`src/hdl/buddy_block_allocator_unit_macros.svh`:
```
// Assertion macros shared by the buddy allocator modules.
// Depends on nothing; every user must have clk and arst_n in scope.
`ifndef BUDDY_BLOCK_ALLOCATOR_UNIT_MACROS_SVH
`define BUDDY_BLOCK_ALLOCATOR_UNIT_MACROS_SVH

// The consequent must hold in the same cycle as the antecedent.
`define BBA_ASSERT_SAME(label, cond, conseq, msg) \
	label: assert property (@(posedge clk) disable iff (!arst_n) (cond) |-> (conseq)) \
		else $error(msg);

// The consequent must hold in the cycle after the antecedent.
`define BBA_ASSERT_NEXT(label, cond, conseq, msg) \
	label: assert property (@(posedge clk) disable iff (!arst_n) (cond) |=> (conseq)) \
		else $error(msg);

`endif

```
`src/hdl/bba_pkg.sv`:
```
// Shared types, codes and defaults for the buddy block allocator.
// Used by the controller, the datapath and the top level.
package bba_pkg;

	localparam int MIN_RANK_DEF     = 5;
	localparam int MAX_RANK_DEF     = 16;
	localparam int HEADER_BYTES_DEF = 8;
	localparam int RANK_W           = 5;
	localparam int MAX_RANK_RESET   = 16;

	localparam logic       CFG_FIT_MODE = 1'b0;
	localparam logic       CFG_MAX_RANK = 1'b1;
	localparam logic [1:0] FIT_WORST    = 2'd2;

	localparam logic [1:0] ST_OK         = 2'd0;
	localparam logic [1:0] ST_NO_MEMORY  = 2'd1;
	localparam logic [1:0] ST_BAD_ADDR   = 2'd2;
	localparam logic [1:0] ST_ALREADY_FR = 2'd3;

	typedef struct packed {
		logic        action;
		logic [15:0] request_bytes;
		logic [15:0] free_offset;
	} in_item_t;

	typedef struct packed {
		logic [1:0]        status;
		logic [15:0]       user_offset;
		logic [RANK_W-1:0] granted_rank;
	} out_item_t;

	typedef struct packed {
		logic [RANK_W-1:0] rank;
		logic              used;
		logic              start;
	} granule_t;

	typedef enum logic [4:0] {
		S_CLEAR, S_IDLE, S_DECODE, S_SEARCH, S_POP, S_SPLIT, S_FREE_CHK,
		S_BUDDY, S_BUD_CHK, S_WALK, S_WALK_NX, S_FIX, S_DONE
	} state_t;

	typedef enum logic [4:0] {
		OP_NONE, OP_CLEAR, OP_ACCEPT, OP_SEARCH_INIT, OP_SEARCH, OP_POP_RD, OP_POP,
		OP_SPLIT, OP_ALLOC_FIN, OP_RD_G, OP_TAKE_RANK, OP_RD_BUDDY, OP_WALK_INIT,
		OP_RD_LINK, OP_WALK_NX, OP_FIX, OP_MERGE, OP_PUSH, OP_OOM, OP_BAD, OP_FREED
	} op_t;

	typedef struct packed {
		op_t  op;
		logic out_load;
	} cmd_t;

	typedef struct packed {
		logic clear_last;
		logic reinit;
		logic out_free;
		logic is_alloc;
		logic need_ok;
		logic bad_range;
		logic is_worst;
		logic head_hit;
		logic search_end;
		logic split_more;
		logic g_start;
		logic g_used;
		logic at_top;
		logic bud_ok;
		logic cur_hit;
		logic walk_stop;
	} sts_t;

endpackage

```
`src/hdl/bba_ctrl.sv`:
```
// Sequencer of the buddy block allocator: walks allocate and free operations.
// Depends on bba_pkg and the assertion macro header.
`include "buddy_block_allocator_unit_macros.svh"

module bba_ctrl (
	input  logic          clk,
	input  logic          arst_n,
	input  logic          in_valid,
	output logic          in_ready,
	input  bba_pkg::sts_t sts,
	output bba_pkg::cmd_t cmd
);

	bba_pkg::state_t state_q, state_d;

	always_ff @(posedge clk or negedge arst_n) begin
		if (!arst_n) begin
			state_q <= bba_pkg::S_CLEAR;
		end else begin
			state_q <= state_d;
		end
	end

	always_comb begin
		state_d      = state_q;
		cmd.op       = bba_pkg::OP_NONE;
		cmd.out_load = 1'b0;
		in_ready     = 1'b0;
		unique case (state_q)
			bba_pkg::S_CLEAR: begin
				cmd.op = bba_pkg::OP_CLEAR;
				if (sts.clear_last) state_d = bba_pkg::S_IDLE;
			end
			bba_pkg::S_IDLE: begin
				in_ready = !sts.reinit;
				if (in_valid && !sts.reinit) begin
					cmd.op  = bba_pkg::OP_ACCEPT;
					state_d = bba_pkg::S_DECODE;
				end
			end
			bba_pkg::S_DECODE: begin
				priority if (sts.is_alloc && !sts.need_ok) begin
					cmd.op  = bba_pkg::OP_OOM;
					state_d = bba_pkg::S_DONE;
				end else if (sts.is_alloc) begin
					cmd.op  = bba_pkg::OP_SEARCH_INIT;
					state_d = bba_pkg::S_SEARCH;
				end else if (sts.bad_range) begin
					cmd.op  = bba_pkg::OP_BAD;
					state_d = bba_pkg::S_DONE;
				end else begin
					cmd.op  = bba_pkg::OP_RD_G;
					state_d = bba_pkg::S_FREE_CHK;
				end
			end
			bba_pkg::S_SEARCH: begin
				priority if (sts.head_hit) begin
					cmd.op  = bba_pkg::OP_POP_RD;
					state_d = bba_pkg::S_POP;
				end else if (sts.search_end) begin
					cmd.op  = bba_pkg::OP_OOM;
					state_d = bba_pkg::S_DONE;
				end else begin
					cmd.op = bba_pkg::OP_SEARCH;
				end
			end
			bba_pkg::S_POP: begin
				cmd.op  = bba_pkg::OP_POP;
				state_d = bba_pkg::S_SPLIT;
			end
			bba_pkg::S_SPLIT: begin
				if (sts.split_more) begin
					cmd.op = bba_pkg::OP_SPLIT;
				end else begin
					cmd.op  = bba_pkg::OP_ALLOC_FIN;
					state_d = bba_pkg::S_DONE;
				end
			end
			bba_pkg::S_FREE_CHK: begin
				priority if (!sts.g_start) begin
					cmd.op  = bba_pkg::OP_BAD;
					state_d = bba_pkg::S_DONE;
				end else if (!sts.g_used) begin
					cmd.op  = bba_pkg::OP_FREED;
					state_d = bba_pkg::S_DONE;
				end else begin
					cmd.op  = bba_pkg::OP_TAKE_RANK;
					state_d = bba_pkg::S_BUDDY;
				end
			end
			bba_pkg::S_BUDDY: begin
				if (sts.at_top) begin
					cmd.op  = bba_pkg::OP_PUSH;
					state_d = bba_pkg::S_DONE;
				end else begin
					cmd.op  = bba_pkg::OP_RD_BUDDY;
					state_d = bba_pkg::S_BUD_CHK;
				end
			end
			bba_pkg::S_BUD_CHK: begin
				if (sts.bud_ok) begin
					cmd.op  = bba_pkg::OP_WALK_INIT;
					state_d = bba_pkg::S_WALK;
				end else begin
					cmd.op  = bba_pkg::OP_PUSH;
					state_d = bba_pkg::S_DONE;
				end
			end
			bba_pkg::S_WALK: begin
				priority if (sts.cur_hit) begin
					cmd.op  = bba_pkg::OP_RD_LINK;
					state_d = bba_pkg::S_FIX;
				end else if (sts.walk_stop) begin
					// The buddy is not on its list; the merge goes ahead regardless.
					cmd.op  = bba_pkg::OP_MERGE;
					state_d = bba_pkg::S_BUDDY;
				end else begin
					cmd.op  = bba_pkg::OP_RD_LINK;
					state_d = bba_pkg::S_WALK_NX;
				end
			end
			bba_pkg::S_WALK_NX: begin
				cmd.op  = bba_pkg::OP_WALK_NX;
				state_d = bba_pkg::S_WALK;
			end
			bba_pkg::S_FIX: begin
				cmd.op  = bba_pkg::OP_FIX;
				state_d = bba_pkg::S_BUDDY;
			end
			bba_pkg::S_DONE: begin
				if (sts.out_free) begin
					cmd.out_load = 1'b1;
					state_d      = bba_pkg::S_IDLE;
				end
			end
			default: state_d = bba_pkg::S_CLEAR;
		endcase
		if (sts.reinit) state_d = bba_pkg::S_CLEAR;
	end

	`BBA_ASSERT_SAME(a_load_free, cmd.out_load, sts.out_free, "result loaded over an untaken one")
	`BBA_ASSERT_NEXT(a_accept_dec, in_valid && in_ready, state_q == bba_pkg::S_DECODE,
		"accepted item did not go to decode")
	`BBA_ASSERT_NEXT(a_reinit_clr, sts.reinit, state_q == bba_pkg::S_CLEAR,
		"size change did not start a clearing pass")

endmodule

```
`config.mk`:
```
export PLATFORM = sky130hd
export DESIGN_NAME = bba_ctrl
export DESIGN_NICKNAME = d
export VERILOG_FILES = /design/src/hdl/bba_pkg.sv /design/src/hdl/bba_ctrl.sv
export VERILOG_INCLUDE_DIRS = /design/src /design/src/hdl
export SDC_FILE = /design/constraint.sdc
export NUM_CORES = 1
export LEC_CHECK = 0
export ABC_AREA = 1
export BUFFER_PORTS_ARGS = -buffer_cell sky130_fd_sc_hd__buf_2
export CAP_MARGIN = 20
export CORE_AREA = 3 3 44 46
export CTS_CLUSTER_DIAMETER = 40
export CTS_CLUSTER_SIZE = 12
export DETAILED_ROUTE_END_ITERATION = 10
export DIE_AREA = 0 0 47 49
export GPL_ROUTABILITY_DRIVEN = 1
export HOLD_SLACK_MARGIN = 0.02
export PLACE_DENSITY = 0.71
export SLEW_MARGIN = 25
export SYNTH_ARGS = -nofsm -noshare
export SYNTH_HDL_FRONTEND = slang
export SYNTH_SLANG_ARGS = --single-unit
```
`constraint.sdc`:
```
create_clock -name clk -period 2.25 [get_ports clk]
set_clock_uncertainty 0.2 [all_clocks]
set_input_delay 0.5625 -clock clk [delete_from_list [all_inputs] [get_ports clk]]
set_output_delay 0.5625 -clock clk [all_outputs]
set_load 0.1 [all_outputs]
```
==> results of run 1 <==
layer usage:
metal | vias to the layer above | global-route usage, %
li1 | 589 | -
met1 | 654 | 35.1
met2 | 177 | 59.5
met3 | 89 | 4.06
met4 | 0 | 16.6
met5 | - | 0
placed cells by master (no fill, tap or decap), types with 3 or more instances in the layout:
master	n
sky130_fd_sc_hd__nand2_2	10
sky130_fd_sc_hd__clkbuf_4	3
sky130_fd_sc_hd__nand3_1	14
sky130_fd_sc_hd__o21ai_1	3
sky130_fd_sc_hd__buf_6	4
sky130_fd_sc_hd__nor2_1	12
sky130_fd_sc_hd__dfrtp_2	3
sky130_fd_sc_hd__nor2_4	6
sky130_fd_sc_hd__nand3b_1	3
sky130_fd_sc_hd__inv_1	15
sky130_fd_sc_hd__nor3_1	3
sky130_fd_sc_hd__nor2_2	9
sky130_fd_sc_hd__nand3_4	3
sky130_fd_sc_hd__buf_4	39
sky130_fd_sc_hd__buf_12	7
sky130_fd_sc_hd__nand2_1	34
sky130_fd_sc_hd__nand3_2	5
sky130_fd_sc_hd__buf_2	17
sky130_fd_sc_hd__inv_2	5
stage by stage:
stage          std cells  TNS [ps]
6_report             226     -1690
5_1_grt              226     -2280
4_1_cts              223      -544
3_5_place_dp         215      -641
3_3_place_gp         215      -508
2_1_floorplan        139      -223
logic make-up (layout without fill, tap and decap cells):
logic type             Yosys count  count (layout)  synth area share (%)
AO/OA/AOI/OAI                   11              11                  8.85
AND/OR/NAND/NOR                104             104                  66.4
flip-flops                       4               4                  14.2
buffers and inverters           20              91                  10.6
worst register-to-register path: stages, from the launching register on:
cell and delay, ps:
sky130_fd_sc_hd__dfrtp_1 420, sky130_fd_sc_hd__buf_6 150, sky130_fd_sc_hd__nor2_4 190, sky130_fd_sc_hd__nand3_2 150, sky130_fd_sc_hd__buf_4 160, sky130_fd_sc_hd__buf_4 130, sky130_fd_sc_hd__nor2_1 160, sky130_fd_sc_hd__inv_1 110
sky130_fd_sc_hd__nand2_2 120, sky130_fd_sc_hd__nand3_1 130, sky130_fd_sc_hd__nand2_1 110
synthesized netlist by cell type:
| master | count | share of area, % |
|---|---|---|
| sky130_fd_sc_hd__nand3_1 | 21 | 15 |
| sky130_fd_sc_hd__nor2_1 | 23 | 12 |
| sky130_fd_sc_hd__or2_1 | 1 | 0.89 |
| sky130_fd_sc_hd__a21oi_1 | 2 | 1.4 |
| sky130_fd_sc_hd__o21ai_1 | 1 | 0.71 |
| sky130_fd_sc_hd__nand2_1 | 44 | 23 |
| sky130_fd_sc_hd__or2_2 | 1 | 0.89 |
| sky130_fd_sc_hd__nor2_2 | 2 | 1.8 |
| sky130_fd_sc_hd__dfrtp_1 | 4 | 14 |
| sky130_fd_sc_hd__nor2_4 | 2 | 3.2 |
| sky130_fd_sc_hd__nand2_2 | 1 | 0.89 |
| sky130_fd_sc_hd__o21bai_1 | 1 | 1.1 |
| sky130_fd_sc_hd__nand4_1 | 1 | 0.89 |
| sky130_fd_sc_hd__nand3b_1 | 3 | 3.2 |
| sky130_fd_sc_hd__nand3_2 | 1 | 1.4 |
| sky130_fd_sc_hd__inv_1 | 19 | 10 |
| sky130_fd_sc_hd__nor3_1 | 4 | 2.8 |
| sky130_fd_sc_hd__o21ai_0 | 5 | 3.5 |
| sky130_fd_sc_hd__inv_2 | 1 | 0.53 |
| sky130_fd_sc_hd__o31ai_1 | 2 | 2.1 |
worst paths after layout:
check	startpoint	end	cells past startpoint
max in group asynchronous	arst_n	state_q[0]	2
hold / removal	arst_n	state_q[3]	2
setup reg to reg	state_q[2]	state_q[0]	10
min in group clk	sts[13]	state_q[3]	3
hold reg to reg	state_q[2]	state_q[2]	4
setup / recovery	state_q[1]	cmd[1]	9
cell type report:
cell class / count / area [sq um] / share of cell area (%)
Sequential cell: 4 / 104 / 6.93
Clock buffer: 3 / 22.5 / 1.50
Multi-Input combinational cell: 115 / 703 / 47.0
Inverter: 20 / 75.1 / 5.01
Tap cell: 16 / 20.0 / 1.34
Timing Repair Buffer: 68 / 573 / 38.3
power breakdown:
group | total (mW) | leakage, nW | internal (mW) | switching (mW)
Clock | 0.101 | 0.0138 | 0.0604 | 0.0404
Sequential | 0.172 | 0.0494 | 0.104 | 0.0678
Combinational | 2.17 | 0.748 | 0.836 | 1.33
Total | 2.44 | 0.811 | 1.00 | 1.44
timing repair:
item / CTS / global route
hold buffers: 1 / 0
hold endpoints to repair: 4 / 0
resized for setup: 37 / 20
buffers inserted: 4 / 3
pin swaps: 8 / 8
endpoints found under the setup margin: 7 / 7
==> impl_metrics.toml, run 1 <==
[run_status]
violated_checks = "setup timing"
outcome = "finished with violations"

[critical_path]
crit_path_frequent_cell = "sky130_fd_sc_hd__nand2_1"
worstPathCellList = "inv_1 -> nand2_1 -> nor2_1 -> nand2_1 -> o21ai_1 -> nor3_2 -> buf_4 -> nand3_4 -> buf_12"
cp.arrival_ps = 1840
setup.worst_path.start_class = "register"
crit_path_max_incr_delay_ps = 470
critPathSlowestCell = "sky130_fd_sc_hd__dfrtp_2"
timing.critical_path.required_ps = 1490
critical_path_buf_inv_count = 3
regToRegSetupSlack_ps = 140
path_delay_family = "simple AND/OR/NAND/NOR gates"
end_kind = "primary output"
timing.setup.critical_path_class = "register to primary output"
cp_max_fo = 6

[synthesis]
synthesis.area_per_instance_sq_um = 5.09
synthesis.nets = 158
total_of_flip_flops_plus_latches_after_synthesis = 4
seq_area_frac_synth_pct = 14.2
yosysUniqueCellTypes = 20
synth_area_sq_um = 707
synth_cells = 139
yosysWarnings = 0

[floorplan]
fp.dieArea_sq_um = 2300
initial_standard_cell_utilization_of_the_core_pct = 45.9
total_i_o_pin_count = 26
core_area_sq_um = 1540
placement_rows = 14
die_h_um = 49
floorplan.die.width_um = 47

[sta]
final_cycle_share_pct = 115
maxSlewHeadroom_pct = 78.1
final.setup.worst_slack_ps = -348
finalWorstPathRequiredPeriod_ps = 2600
timing_max_transition_violations_final = 0
final_setup_violations = 7
timing.final.hold_violations = 0
timing.hold.ws_ps = 456
unrepaired_setup_endpoints_after_global_routing = "true"
timing.fmax_ghz = 0.385
timing_worst_slew_pin_value_ps = 326

[final_layout]
largest-register = "state_q"
antenna_cells_inserted = 0
area_growth_syn_to_layout_pct = 112
layout_top_registers = "state_q x4"
largest_reg_flops = 4
drive_gt1_share_pct = 57.1
nFillCells = 27
final_cell_area_sq_um = 1500
post-route-util_pct = 97.2
layout.nets = 231

[placed_design]
place.gp.congestion = 0.889
place_hpwl_um = 2170
place_worst_setup_slack_ps = -228
portBuffers = 24
detailed_place.area_sq_um = 1240

[drt]
drt_iter0_drc = 161
routed_wl_met3_um = 636
route.top_layer_used = "met4"
drtPass1Iterations = 5
drc_errors = 0
totalWireLength_um = 4980
routed_wire_length_per_instance_um = 22.0
met2_wirelength_um = 2300
met1_length_um = 1440
drt-vias-per-instance = 6.68
antenna_violating_nets_post_route = 0
num_vias = 1509

[run]
drv.max_cap_violation_count = 0

[clock_tree]
clock-root-buffer = "sky130_fd_sc_hd__clkbuf_4"
numClockSinks = 4
cts.path.max_buffers = 2
cts_tree = "done"
cts.reportedPaths.clkPinSlew_ps = 50
clk-insertion-delay-late_ps = 250
cts_made_buffers = 3
clock_tree.htree_level_count = 1

[power]
p_leak_nw = 0.811
pwr_density_cell_nw_per_um2 = 1630
max_ir_drop_vdd_v = 0.00113
report.power.total_mw = 2.44

[global_routing]
grt_remaining_overflow = 0
grt_pass1_wl_um = 5640
global_route.usage.total_pct = 33.1
antenna_violations_before_repair = 0
maximum_number_of_pins_on_one_net_before_global_route_repair = 7
grt_pass1_vias = 1297

[hold_path]
hold_class = "input port to asynchronous set/reset pin"
No activity file was read; power rests on OpenSTA's default activity.
==> run 2: changes to the inputs <==
- GPL_ROUTABILITY_DRIVEN: 1 -> 0
- clock period: 2.25 -> 2.4 ns (I/O delays scaled with it)
==> run 2 against run 1 <==
Effect of this change:
- the flow still finishes with violations (setup timing)
- global-route usage decreased by 7.4 points
- clock power shrank 15%
- sequential share of layout area grew 0.80 points
- final cell count is 6.6% lower
- routed wire length fell by 34%
- non-clock buffer count decreased by 15
- flip-flop and latch count unchanged
- critical path depth is 1 lower
- sequential power shrank 12%
- critical endpoint unchanged
==> impl_metrics.toml, run 2 (synthesized netlist as in run 1, its figures left out) <==
[global_routing]
global_route.usage.total_pct = 25.7
grt_remaining_overflow = 0
grt_pass1_vias = 1098
maximum_number_of_pins_on_one_net_before_global_route_repair = 7
grt_pass1_wl_um = 4390
antenna_violations_before_repair = 0

[floorplan]
floorplan.die.width_um = 47
core_area_sq_um = 1540
die_h_um = 49
placement_rows = 14
initial_standard_cell_utilization_of_the_core_pct = 45.9
total_i_o_pin_count = 26
fp.dieArea_sq_um = 2300

[drt]
antenna_violating_nets_post_route = 0
totalWireLength_um = 3300
routed_wire_length_per_instance_um = 15.7
num_vias = 1206
drt_iter0_drc = 77
drt-vias-per-instance = 5.72
drtPass1Iterations = 4
drc_errors = 0

[final_layout]
antenna_cells_inserted = 0
nFillCells = 84
final_cells = 211
most_common_cell_after_layout_fill_and_taps_aside = "sky130_fd_sc_hd__nand2_1"
largest-register = "state_q"
drive_gt1_share_pct = 48.7
layout_top_registers = "state_q x4"
layout.nets = 216
area_growth_syn_to_layout_pct = 89.9
final_cell_mix = "38 x sky130_fd_sc_hd__nand2_1, 26 x sky130_fd_sc_hd__buf_4, 17 x sky130_fd_sc_hd__buf_2"
largest_reg_flops = 4

[sta]
final.setup.worst_slack_ps = -101
timing.final.hold_violations = 0
maxSlewHeadroom_pct = 78.1
final_setup_violations = 5
final_cycle_share_pct = 104
timing.fmax_ghz = 0.400
timing_worst_slew_pin_value_ps = 327
timing_max_transition_violations_final = 0
unrepaired_setup_endpoints_after_global_routing = "true"
finalWorstPathRequiredPeriod_ps = 2500
timing.setup.tns_ps = -370

[run_status]
violated_checks = "setup timing"
outcome = "finished with violations"

[power]
power_frac_seq_pct = 7.7
max_ir_drop_vdd_v = 0.00102
portion_of_total_power_attributed_to_the_clock_network_pct = 4.4
p_sw_share_pct = 59.9
netsw_mw = 1.18
pwr_density_cell_nw_per_um2 = 1460
power.share.combinational_pct = 87.9
report.power.total_mw = 1.97
p_leak_nw = 0.723
internal_power_mw = 0.789

[critical_path]
timing.critical_path.required_ps = 1600
cp_max_fo = 5
end_kind = "primary output"
setup.worst_path.start_class = "register"
worstPathCellList = "buf_6 -> nor2_4 -> buf_4 -> nand2_2 -> nand3_4 -> nor3_2 -> nand3_2 -> buf_12"
timing.setup.critical_path_class = "register to primary output"
critical_path_buf_inv_count = 3
crit_path_max_incr_delay_ps = 400
critPathSlowestCell = "sky130_fd_sc_hd__dfrtp_1"
cp.arrival_ps = 1700
path_delay_family = "simple AND/OR/NAND/NOR gates"

[clock_tree]
cts.path.max_buffers = 2
clk-insertion-delay-late_ps = 240
cts_made_buffers = 3
clock_tree.htree_level_count = 1
cts_tree = "done"
numClockSinks = 4
clock-root-buffer = "sky130_fd_sc_hd__clkbuf_4"
cts.reportedPaths.clkPinSlew_ps = 40

[hold_path]
hold_class = "input port to register"

[placed_design]
place_worst_setup_slack_ps = -84.3
portBuffers = 24
dpl.cell_count = 202
place_hpwl_um = 2020

[run]
drv.max_cap_violation_count = 0
## run 2: worst paths after layout
kind                       startpoint  cells after the start          to  slack (ps)
hold / removal                sts[13]                      3  state_q[3]         480
min in group asynchronous      arst_n                      2  state_q[2]         490
hold reg to reg            state_q[0]                      3  state_q[0]         520
max in group asynchronous      arst_n                      2  state_q[0]        1370
setup / recovery           state_q[2]                      8      cmd[1]        -100
setup reg to reg           state_q[2]                     10  state_q[2]         610
## run 2: metal layers
metal / global-route usage (%) / share of wire (%) / up-vias / wire [um]
li1: - / - / 558 / -
met1: 29.7 / 37 / 548 / 1220
met2: 42.3 / 52 / 84 / 1730
met3: 8.12 / 7.1 / 16 / 234
met4: 9.68 / 3.3 / 0 / 110
met5: 0 / 0 / - / 0
## run 2: timing repair
| action | 4_1_cts | 5_1_grt |
|---|---|---|
| setup buffers | 0 | 5 |
| endpoints found under the hold margin | 4 | 0 |
| pin swaps | 1 | 8 |
| endpoints found under the setup margin | 5 | 5 |
| gates resized for setup | 23 | 23 |
| hold buffers | 1 | 0 |
## run 2: area by class of cell
type                    instances  area, sq um  area share, %
flip-flops and latches          4          104           7.74
clock buffers                   3         22.5           1.68
well taps                      16         20.0           1.49
repair buffers                 53          453           33.7
multi-input cells             115          666           49.6
inverters                      20         77.6           5.78
## run 2: power groups by stage
stage | combinational, mW | clock, mW | sequential, mW
2_1_floorplan | 0.954 | 0 | 0.138
3_5_place_dp | 1.35 | 0 | 0.143
6_report | 1.73 | 0.0862 | 0.151
5_1_grt | 1.83 | 0.102 | 0.152
3_3_place_gp | 1.33 | 0 | 0.141
4_1_cts | 1.51 | 0.0874 | 0.148
## run 2: tightest hold or removal path, delay by kind of cell
kind	cells	cell delay, ps
AND/OR/NAND/NOR	1	40
AO/OA/AOI/OAI	1	140
buffers and inverters	1	90
## run 2: through the flow
step / utilization (%) / hold WS (ps) / area (sq um)
6_report: 87.1 / 480 / 1340
5_1_grt: 87.1 / 479 / 1340
4_1_cts: 79.5 / 409 / 1230
3_5_place_dp: 73.3 / 206 / 1130
3_3_place_gp: 73.3 / 203 / 1130
2_1_floorplan: - / 104 / 757
